<file path="config.mk">
export PLATFORM = sky130hd
export DESIGN_NAME = i2c_eeprom_access_sequencer_core
export DESIGN_NICKNAME = d
export VERILOG_FILES = /design/src/rtl/eeas_pkg.sv /design/src/rtl/i2c_eeprom_access_sequencer_core.sv /design/src/rtl/eeas_step.sv /design/src/rtl/eeas_res_fifo.sv
export SDC_FILE = /design/constraint.sdc
export NUM_CORES = 1
export LEC_CHECK = 0
export BUFFER_PORTS_ARGS = -buffer_cell sky130_fd_sc_hd__buf_2
export CAP_MARGIN = 10
export CORE_ASPECT_RATIO = 0.7
export CORE_MARGIN = 2
export CORE_UTILIZATION = 40
export DETAILED_ROUTE_END_ITERATION = 7
export PLACE_DENSITY = 0.55
export RECOVER_POWER = 25
export SETUP_SLACK_MARGIN = 0.15
export SYNTH_ARGS = -nofsm -noshare
export SYNTH_HDL_FRONTEND = slang
export SYNTH_HIERARCHICAL = 1
export SYNTH_SLANG_ARGS = --single-unit
</file>
<file path="constraint.sdc">
create_clock -name clk -period 6.85 [get_ports clk]
set_input_delay 1.37 -clock clk [delete_from_list [all_inputs] [get_ports clk]]
set_output_delay 1.37 -clock clk [all_outputs]
set_load 0.05 [all_outputs]
</file>
<file path="src/rtl/eeas_pkg.sv">
// ----------------------------------------------------------------------------
// eeas_pkg: shared types and codes of the EEPROM access sequencer
// Bus command codes, expected status codes, sequencer state and result types.
// ----------------------------------------------------------------------------
package eeas_pkg;

    typedef enum logic [2:0] {
        CMD_NONE      = 3'd0,
        CMD_START     = 3'd1,
        CMD_SEND      = 3'd2,
        CMD_RECV_ACK  = 3'd3,
        CMD_RECV_NACK = 3'd4,
        CMD_STOP      = 3'd5
    } bus_cmd_t;

    localparam logic EV_REQUEST = 1'b0;
    localparam logic EV_BUS_DONE = 1'b1;

    localparam logic [7:0] DEV_ADDR_RESET = 8'hA0;
    localparam logic [7:0] STATUS_MASK    = 8'hF8;

    // masked bus status codes
    localparam logic [7:0] ST_START_SENT = 8'h08;
    localparam logic [7:0] ST_SLAW_ACK   = 8'h18;
    localparam logic [7:0] ST_DATA_ACK   = 8'h28;
    localparam logic [7:0] ST_RESTART    = 8'h10;
    localparam logic [7:0] ST_SLAR_ACK   = 8'h40;
    localparam logic [7:0] ST_RX_ACK     = 8'h50;
    localparam logic [7:0] ST_RX_NACK    = 8'h58;

    typedef struct packed {
        logic        busy;
        logic [1:0]  op;
        logic [3:0]  step;
        logic [15:0] addr;
        logic [15:0] wdata;
        logic [15:0] acc;
    } seq_state_t;

    typedef struct packed {
        bus_cmd_t    cmd;
        logic [7:0]  bus_byte;
        logic        done;
        logic        success;
        logic [7:0]  failed_status;
        logic [15:0] read_data;
        logic        last;
    } res_t;

endpackage

</file>
<file path="src/rtl/i2c_eeprom_access_sequencer_core.sv">
// ----------------------------------------------------------------------------
// i2c_eeprom_access_sequencer_core: I2C EEPROM random read/write sequencer
// Steps a byte-level bus master through start, device address, 16-bit memory
// address and data or repeated-start receive, checking each bus status.
// ----------------------------------------------------------------------------
//
//  channel   direction  handshake             payload
//  -------   ---------  --------------------  ----------------------------------
//  in        sink       in_valid / in_stall   event_kind, opcode, mem_address,
//                                             write_data, bus_status, bus_read_byte
//  out       source     out_valid / out_stall bus_command, bus_byte, done_res,
//                                             success, failed_status, read_data, last
//  cfg       sink       cfg_valid / cfg_ready cfg_data (device address byte)
//
// An event is taken into the input register, evaluated from it while the
// queue has room for two results, and its zero, one or two results are
// written into a four-entry result queue, from whose registers they are
// presented. One event per cycle is sustained while the queue drains;
// in_stall rises only when the event held in the input register finds
// fewer than two free queue entries. Reset clears the sequencer to idle,
// empties the queue and loads device address 0xA0.
// cfg_ready is always high.
//
module i2c_eeprom_access_sequencer_core
(
    input  logic        clk,
    input  logic        rst_n,

    input  logic        in_valid,
    output logic        in_stall,
    input  logic        event_kind,
    input  logic [1:0]  opcode,
    input  logic [15:0] mem_address,
    input  logic [15:0] write_data,
    input  logic [7:0]  bus_status,
    input  logic [7:0]  bus_read_byte,

    output logic        out_valid,
    input  logic        out_stall,
    output logic [2:0]  bus_command,
    output logic [7:0]  bus_byte,
    output logic        done_res,
    output logic        success,
    output logic [7:0]  failed_status,
    output logic [15:0] read_data,
    output logic        last,

    input  logic        cfg_valid,
    output logic        cfg_ready,
    input  logic [7:0]  cfg_data
);

    // input register
    logic        in_vld_reg;
    logic        in_vld_next;
    logic        kind_reg;
    logic [1:0]  opcode_reg;
    logic [15:0] addr_reg;
    logic [15:0] wdata_reg;
    logic [7:0]  status_reg;
    logic [7:0]  rx_reg;

    logic [7:0]  dev_addr_reg;

    eeas_pkg::seq_state_t state_reg;
    eeas_pkg::seq_state_t state_eval;

    eeas_pkg::res_t res_first;
    eeas_pkg::res_t res_second;
    eeas_pkg::res_t head;
    logic [1:0]     res_count;
    logic [1:0]     push_count;
    logic           room_two;
    logic           process;
    logic           in_take;
    logic           pop;

    assign cfg_ready  = 1'b1;
    assign process    = in_vld_reg && room_two;
    assign in_stall   = in_vld_reg && !room_two;
    assign in_take    = in_valid && !in_stall;
    assign push_count = process ? res_count : 2'd0;
    assign pop        = out_valid && !out_stall;

    always_comb
    begin
        in_vld_next = in_vld_reg;
        if (in_take)
            in_vld_next = 1'b1;
        else if (process)
            in_vld_next = 1'b0;
    end

    always_ff @(posedge clk)
    begin
        if (in_take)
        begin
            kind_reg   <= event_kind;
            opcode_reg <= opcode;
            addr_reg   <= mem_address;
            wdata_reg  <= write_data;
            status_reg <= bus_status;
            rx_reg     <= bus_read_byte;
        end
    end

    always_ff @(posedge clk or negedge rst_n)
    begin
        if (!rst_n)
        begin
            in_vld_reg   <= 1'b0;
            dev_addr_reg <= eeas_pkg::DEV_ADDR_RESET;
            state_reg    <= '0;
        end
        else
        begin
            in_vld_reg <= in_vld_next;
            if (cfg_valid && cfg_ready)
                dev_addr_reg <= cfg_data;
            if (process)
                state_reg <= state_eval;
        end
    end

    eeas_step u_step
    (
        .state         (state_reg),
        .dev_addr      (dev_addr_reg),
        .event_kind    (kind_reg),
        .opcode        (opcode_reg),
        .mem_address   (addr_reg),
        .write_data    (wdata_reg),
        .bus_status    (status_reg),
        .bus_read_byte (rx_reg),
        .state_next    (state_eval),
        .res_first     (res_first),
        .res_second    (res_second),
        .res_count     (res_count)
    );

    eeas_res_fifo u_res_fifo
    (
        .clk         (clk),
        .rst_n       (rst_n),
        .push_count  (push_count),
        .push_first  (res_first),
        .push_second (res_second),
        .pop         (pop),
        .head        (head),
        .not_empty   (out_valid),
        .room_two    (room_two)
    );

    assign bus_command   = head.cmd;
    assign bus_byte      = head.bus_byte;
    assign done_res      = head.done;
    assign success       = head.success;
    assign failed_status = head.failed_status;
    assign read_data     = head.read_data;
    assign last          = head.last;

endmodule

</file>
<file path="src/rtl/eeas_step.sv">
// ----------------------------------------------------------------------------
// eeas_step: next-state and result logic of the sequencer
// Checks one event against the current step and builds up to two results.
// ----------------------------------------------------------------------------
module eeas_step
(
    input  eeas_pkg::seq_state_t state,
    input  logic [7:0]           dev_addr,
    input  logic                 event_kind,
    input  logic [1:0]           opcode,
    input  logic [15:0]          mem_address,
    input  logic [15:0]          write_data,
    input  logic [7:0]           bus_status,
    input  logic [7:0]           bus_read_byte,
    output eeas_pkg::seq_state_t state_next,
    output eeas_pkg::res_t       res_first,
    output eeas_pkg::res_t       res_second,
    output logic [1:0]           res_count
);

    localparam logic [3:0] STEP_START   = 4'd0;
    localparam logic [3:0] STEP_DEV     = 4'd1;
    localparam logic [3:0] STEP_ADDR_HI = 4'd2;
    localparam logic [3:0] STEP_ADDR_LO = 4'd3;
    localparam logic [3:0] STEP_FOUR    = 4'd4;  // data byte / repeated start
    localparam logic [3:0] STEP_FIVE    = 4'd5;  // data low / read address
    localparam logic [3:0] STEP_RX_1    = 4'd6;
    localparam logic [3:0] STEP_RX_2    = 4'd7;

    function automatic logic [3:0] final_step(input logic [1:0] op);
        logic [3:0] fs;
        if (op[0])
            fs = op[1] ? STEP_RX_2 : STEP_RX_1;
        else
            fs = op[1] ? STEP_FIVE : STEP_FOUR;
        return fs;
    endfunction

    function automatic logic [7:0] expected_status(input logic [1:0] op,
                                                   input logic [3:0] s);
        logic [7:0] st;
        unique case (s)
            STEP_START:   st = eeas_pkg::ST_START_SENT;
            STEP_DEV:     st = eeas_pkg::ST_SLAW_ACK;
            STEP_ADDR_HI,
            STEP_ADDR_LO: st = eeas_pkg::ST_DATA_ACK;
            default:
            begin
                if (!op[0])
                    st = eeas_pkg::ST_DATA_ACK;
                else if (s == STEP_FOUR)
                    st = eeas_pkg::ST_RESTART;
                else if (s == STEP_FIVE)
                    st = eeas_pkg::ST_SLAR_ACK;
                else if (s == STEP_RX_1 && op[1])
                    st = eeas_pkg::ST_RX_ACK;
                else
                    st = eeas_pkg::ST_RX_NACK;
            end
        endcase
        return st;
    endfunction

    logic [7:0] status;
    logic [3:0] step_inc;
    logic       is_read;
    logic       is_word;

    always_comb
    begin
        state_next = state;
        res_first  = '0;
        res_second = '0;
        res_count  = 2'd0;
        status     = bus_status & eeas_pkg::STATUS_MASK;
        step_inc   = state.step + 4'd1;
        is_read    = state.op[0];
        is_word    = state.op[1];

        if (event_kind == eeas_pkg::EV_REQUEST)
        begin
            if (!state.busy)
            begin
                state_next.busy  = 1'b1;
                state_next.op    = opcode;
                state_next.addr  = mem_address;
                state_next.wdata = write_data;
                state_next.acc   = 16'h0000;
                state_next.step  = STEP_START;
                res_first.cmd    = eeas_pkg::CMD_START;
                res_first.last   = 1'b1;
                res_count        = 2'd1;
            end
        end
        else if (state.busy)
        begin
            if (status != expected_status(state.op, state.step))
            begin
                // abort without stop, report the offending status
                state_next.busy         = 1'b0;
                res_first.cmd           = eeas_pkg::CMD_NONE;
                res_first.done          = 1'b1;
                res_first.failed_status = status;
                res_first.last          = 1'b1;
                res_count               = 2'd1;
            end
            else
            begin
                if (is_read)
                begin
                    if (state.step == STEP_RX_1)
                        state_next.acc = is_word ? {bus_read_byte, 8'h00}
                                                 : {8'h00, bus_read_byte};
                    else if (state.step == STEP_RX_2)
                        state_next.acc = state.acc | {8'h00, bus_read_byte};
                end

                if (state.step >= final_step(state.op))
                begin
                    state_next.busy      = 1'b0;
                    res_first.cmd        = eeas_pkg::CMD_STOP;
                    res_second.cmd       = eeas_pkg::CMD_NONE;
                    res_second.done      = 1'b1;
                    res_second.success   = 1'b1;
                    res_second.read_data = is_read ? state_next.acc : 16'h0000;
                    res_second.last      = 1'b1;
                    res_count            = 2'd2;
                end
                else
                begin
                    state_next.step = step_inc;
                    res_first.last  = 1'b1;
                    res_count       = 2'd1;
                    unique case (step_inc)
                        STEP_START:
                            res_first.cmd = eeas_pkg::CMD_START;
                        STEP_DEV:
                        begin
                            res_first.cmd      = eeas_pkg::CMD_SEND;
                            res_first.bus_byte = dev_addr;
                        end
                        STEP_ADDR_HI:
                        begin
                            res_first.cmd      = eeas_pkg::CMD_SEND;
                            res_first.bus_byte = state.addr[15:8];
                        end
                        STEP_ADDR_LO:
                        begin
                            res_first.cmd      = eeas_pkg::CMD_SEND;
                            res_first.bus_byte = state.addr[7:0];
                        end
                        default:
                        begin
                            if (!is_read)
                            begin
                                res_first.cmd      = eeas_pkg::CMD_SEND;
                                res_first.bus_byte = (step_inc == STEP_FOUR && is_word)
                                                     ? state.wdata[15:8]
                                                     : state.wdata[7:0];
                            end
                            else if (step_inc == STEP_FOUR)
                                res_first.cmd = eeas_pkg::CMD_START;
                            else if (step_inc == STEP_FIVE)
                            begin
                                res_first.cmd      = eeas_pkg::CMD_SEND;
                                res_first.bus_byte = dev_addr | 8'h01;
                            end
                            else if (step_inc == STEP_RX_1 && is_word)
                                res_first.cmd = eeas_pkg::CMD_RECV_ACK;
                            else
                                res_first.cmd = eeas_pkg::CMD_RECV_NACK;
                        end
                    endcase
                end
            end
        end
    end

endmodule

</file>
<file path="src/rtl/eeas_res_fifo.sv">
// ----------------------------------------------------------------------------
// eeas_res_fifo: four-entry result queue
// Takes zero, one or two results per cycle and hands out one per transaction.
// ----------------------------------------------------------------------------
module eeas_res_fifo
(
    input  logic           clk,
    input  logic           rst_n,
    input  logic [1:0]     push_count,
    input  eeas_pkg::res_t push_first,
    input  eeas_pkg::res_t push_second,
    input  logic           pop,
    output eeas_pkg::res_t head,
    output logic           not_empty,
    output logic           room_two
);

    eeas_pkg::res_t mem [4];
    logic [1:0] wr_ptr_reg;
    logic [1:0] wr_ptr_next;
    logic [1:0] rd_ptr_reg;
    logic [1:0] rd_ptr_next;
    logic [2:0] count_reg;
    logic [2:0] count_next;

    assign head      = mem[rd_ptr_reg];
    assign not_empty = (count_reg != 3'd0);
    assign room_two  = (count_reg <= 3'd2);

    always_comb
    begin
        wr_ptr_next = wr_ptr_reg + push_count;
        rd_ptr_next = rd_ptr_reg + {1'b0, pop};
        count_next  = count_reg + {1'b0, push_count} - {2'b00, pop};
    end

    always_ff @(posedge clk)
    begin
        if (push_count != 2'd0)
            mem[wr_ptr_reg] <= push_first;
        if (push_count == 2'd2)
            mem[wr_ptr_reg + 2'd1] <= push_second;
    end

    always_ff @(posedge clk or negedge rst_n)
    begin
        if (!rst_n)
        begin
            wr_ptr_reg <= 2'd0;
            rd_ptr_reg <= 2'd0;
            count_reg  <= 3'd0;
        end
        else
        begin
            wr_ptr_reg <= wr_ptr_next;
            rd_ptr_reg <= rd_ptr_next;
            count_reg  <= count_next;
        end
    end

endmodule
</file>
### Word level (Yosys, flattened, before mapping)

Memory sizes are Yosys's and may differ from the RTL's.
Index checks and enable logic that the tools add are counted.

* bits in registers: 122
* memory bits (writable): 152
* memories kept: 1

* add/sub/neg operators: 6
* $lt $le $gt $ge: 2
* equal/unequal tests: 19
* mux-type cells: 75
* bitwise operators: 3
* reductions and logical operators: 20

Memories
* u_res_fifo.mem: depth 4, width 38, rd ports 1, clocked after memory_dff 0, write ports 2, line eeas_res_fifo.sv:18 `eeas_pkg::res_t mem [4];`

Operators with widths (count)
* 2-to-1 mux 16 bit: 8
* 2-to-1 mux 8 bit: 13
* 2-to-1 mux 17 bit: 4
* 2-to-1 mux 52 bit: 1
* 2-to-1 mux 4 bit: 8
* one-hot mux 8 bit (4 select lines): 1
* equality test 4 x 3 -> 1 bit, second input constant: 7
* one-hot mux 8 bit (3 select lines): 1
* 2-to-1 mux 2 bit: 10
* 2-to-1 mux 1 bit: 19
* 2-to-1 mux 3 bit: 6
* equality test 4 x 2 -> 1 bit, second input constant: 4
* OR 16 x 8 -> 16 bit: 1
* 2-to-1 mux 12 bit: 1
* 2-to-1 mux 11 bit: 1
* 2-to-1 mux 9 bit: 1
* equality test 4 x 1 -> 1 bit, second input constant: 2
* logical NOT 4 bit: 2
* inequality test 8 bit: 1
* logical AND 1 bit: 7
* inequality test 2 bit, second input constant: 3
* one-hot mux 3 bit (2 select lines): 1
* AND reduction 5 bit: 1
* adder 4 x 1 -> 4 bit, second input constant: 1
* 17 further kinds: 21

### Logic depth before layout (Yosys ltp)

* word-level depth: 22
* gate-level depth with buffers: 17

### Cells and area by module

Netlist, hierarchy kept.

Modules (own cells, without submodules)
* eeas_res_fifo: times used 1, cells each 408, area each 7838.8 sq um, sequential area each 4739.5 sq um
* i2c_eeprom_access_sequencer_core: times used 1, cells each 194, area each 4002.6 sq um, sequential area each 3135.5 sq um
* eeas_step: times used 1, cells each 307, area each 2230.9 sq um, sequential area each 0.0 sq um

### Worst setup path after synthesis

Ideal clock, no wire load.

* path type: reg-to-reg
* from: register state_reg[48] in the netlist's numbering
* to: memory u_res_fifo/mem[2][0] in the netlist's numbering, enable pin
* library setup time: 0.446 ns
* data arrival time: 5.173 ns
* path slack: 1.231 ns
* stages on the path, launching flop included: 13
* buffers on the path: 2
* cells stage by stage: dfrtp_1 -> inv_1 -> ha_1 -> buf_2 -> or4_4 -> a221o_1 -> a2111o_1 -> nor4_2 -> buf_2 -> a31oi_1 -> and3_2 -> or3b_2 -> a21oi_1

RTL lines
* start: declaration: line i2c_eeprom_access_sequencer_core.sv:65 `eeas_pkg::seq_state_t state_reg;`
* start signal: assignment: line i2c_eeprom_access_sequencer_core.sv:121 `state_reg <= state_eval;`
* end: declaration: line eeas_res_fifo.sv:18

==> results.toml <==
[run_status]
status = "finished with violations"
failed_checks = "max-capacitance violations, max-slew violations"

[setup_path]
cp_max_fo = 25
required_ns = 7.10
setup.worst_path.start_class = "register"
reg2regPathDepth = 12
cp.arrival_ns = 5.29
endpoint_kind = "register"
crit_type = "register to register"

[clock_network]
clockBufferDepth = 3
clkSinkCount = 271
cts.clk_slew.worst_paths_ns = 0.06
clk_latency_ns = 0.55
cts_root_buffer = "clkbuf_16"
cts_tree = "built"
cts_resized = 0
holdBufCountCts = 0
numCtsBuffers = 29
h-tree-depth = 1
cts_setup_buffers = 0

[min_path]
min_path_type = "register to register"
hold_depth = 1

[sta]
fin_crit_sh = 0.736
setup_viol = 0
fmax_mhz = 198
rsz0062_at_grt = "false"
hold_viol = 0
final.setup.worst_slack_ns = 1.81
worst_pin_slew_ns = 4.06
period_needed_ns = 5.04
tns_ns = 0
clock_skew_ns = 0.0109
slew_violations = 128
slew_headroom = -1.71
finalHoldWorstSlack_ns = 0.514

[place]
place_hpwl_um = 19700
dp_cells = 1430
portBuffers = 100
gp_congestion = 0.741
place_ws_ns = 1.78
place_area_um2 = 14800

[global_routing]
grt_pass1_vias = 7910
antenna_found_initial = 1
grt_max_degree = 72
track_usage = 0.174
grt_pass1_wl_um = 48400
grt.overflow.total = 0

[die]
start_util = 0.404
die_height_um = 160
core_um2 = 34600
die-area_um2 = 36500
rows = 57
dieWidth_um = 227
ios = 105

[power]
seqPwrFrac = 0.381
switching_share = 0.356
ir_drop_v = 0.000179
power_density_nw_per_um2 = 397
p_switching_w = 0.00221
combPwrFrac = 0.361
internal_power_w = 0.00401
p_leak_nw = 5.84
clkPwrFrac = 0.258

[job]
cap_violations = 2

[detailed_routing]
drt_pre_antenna_iters = 5
vias = 7736
viasPerCell = 5.21
drc_errors = 0
ant_nets = 0
totalWireLength_um = 31000
wl_per_cell_um = 20.9
drt_iter0_drc = 604

[finish]
final_nets = 1066
syn_to_final_growth_pct = 12.3
layout.cells.non_filler = 1484
final_common_cell = "edfxtp_1"
final_cell_area_um2 = 15700
mostFrequentLayoutCells = "edfxtp_1, mux2_2, buf_2, dfrtp_1, mux2_1"
largest_reg_flops = 152
layout-drive-gt1-share = 0.403

[synth]
synth_area_um2 = 14000
synth_warnings = 6
syn_inst = 906
avgSynthCellArea_um2 = 15.4
==> worst paths after layout <==
| path | startpoint | slack, ns | to |
|---|---|---|---|
| setup / recovery | state_reg[48]$_DFFE_PN0P_ | 1.81 | u_res_fifo/mem[2][23]$_DFFE_PP_ |
| setup reg to reg | state_reg[48]$_DFFE_PN0P_ | 1.81 | u_res_fifo/mem[2][23]$_DFFE_PP_ |
| max in group asynchronous | rst_n | 2.04 | u_res_fifo/rd_ptr_reg[0]$_DFF_PN0_ |
| hold reg to reg | dev_addr_reg[1]$_DFFE_PN0P_ | 0.51 | dev_addr_reg[1]$_DFFE_PN0P_ |
| hold / removal | dev_addr_reg[1]$_DFFE_PN0P_ | 0.51 | dev_addr_reg[1]$_DFFE_PN0P_ |
| min in group asynchronous | rst_n | 2.23 | state_reg[33]$_DFFE_PN0P_ |
==> worst max-delay path: stages (launching register included) <==
cell	delay (ns)
dfrtp_1	0.52
inv_1	0.13
ha_1	0.47
or4_4	0.53
a221o_1	0.39
mux2i_1	0.17
nor4_2	0.32
buf_4	0.22
a31oi_1	0.20
and3_2	0.38
or3b_2	0.52
a21oi_4	0.57
buf_12	0.29
==> final cells by class <==
class,count,area (um2)
multi-input cells,557,5630
clock buffers,41,832
diodes,1,2.50
fillers,3100,18900
inverters,14,52.6
clock inverters,12,134
well taps,472,591
flip-flops and latches,271,7790
repair buffers,116,672
==> power groups by stage <==
stage | sequential [W] | combinational (W) | clock [W]
6_report | 0.00237 | 0.00225 | 0.00160
5_1_grt | 0.00241 | 0.00242 | 0.00172
4_1_cts | 0.00238 | 0.00227 | 0.00164
3_5_place_dp | 0.00241 | 0.00226 | 0
3_3_place_gp | 0.00240 | 0.00224 | 0
2_1_floorplan | 0.00231 | 0.00185 | 0
==> routing by layer <==
layer	part of all wire	vias up	GRT usage
li1	-	3623	-
met1	0.51	3920	0.272
met2	0.43	162	0.254
met3	0.042	31	0.0278
met4	0.015	0	0.0333
met5	0	-	0
==> through the flow <==
stage	total power, W	utilization
floorplan	0.00416	-
global placement	0.00464	0.427
detailed placement	0.00467	0.427
CTS	0.00629	0.455
global route	0.00655	0.454
finish	0.00623	0.454
(Power assumes the default switching activity.)
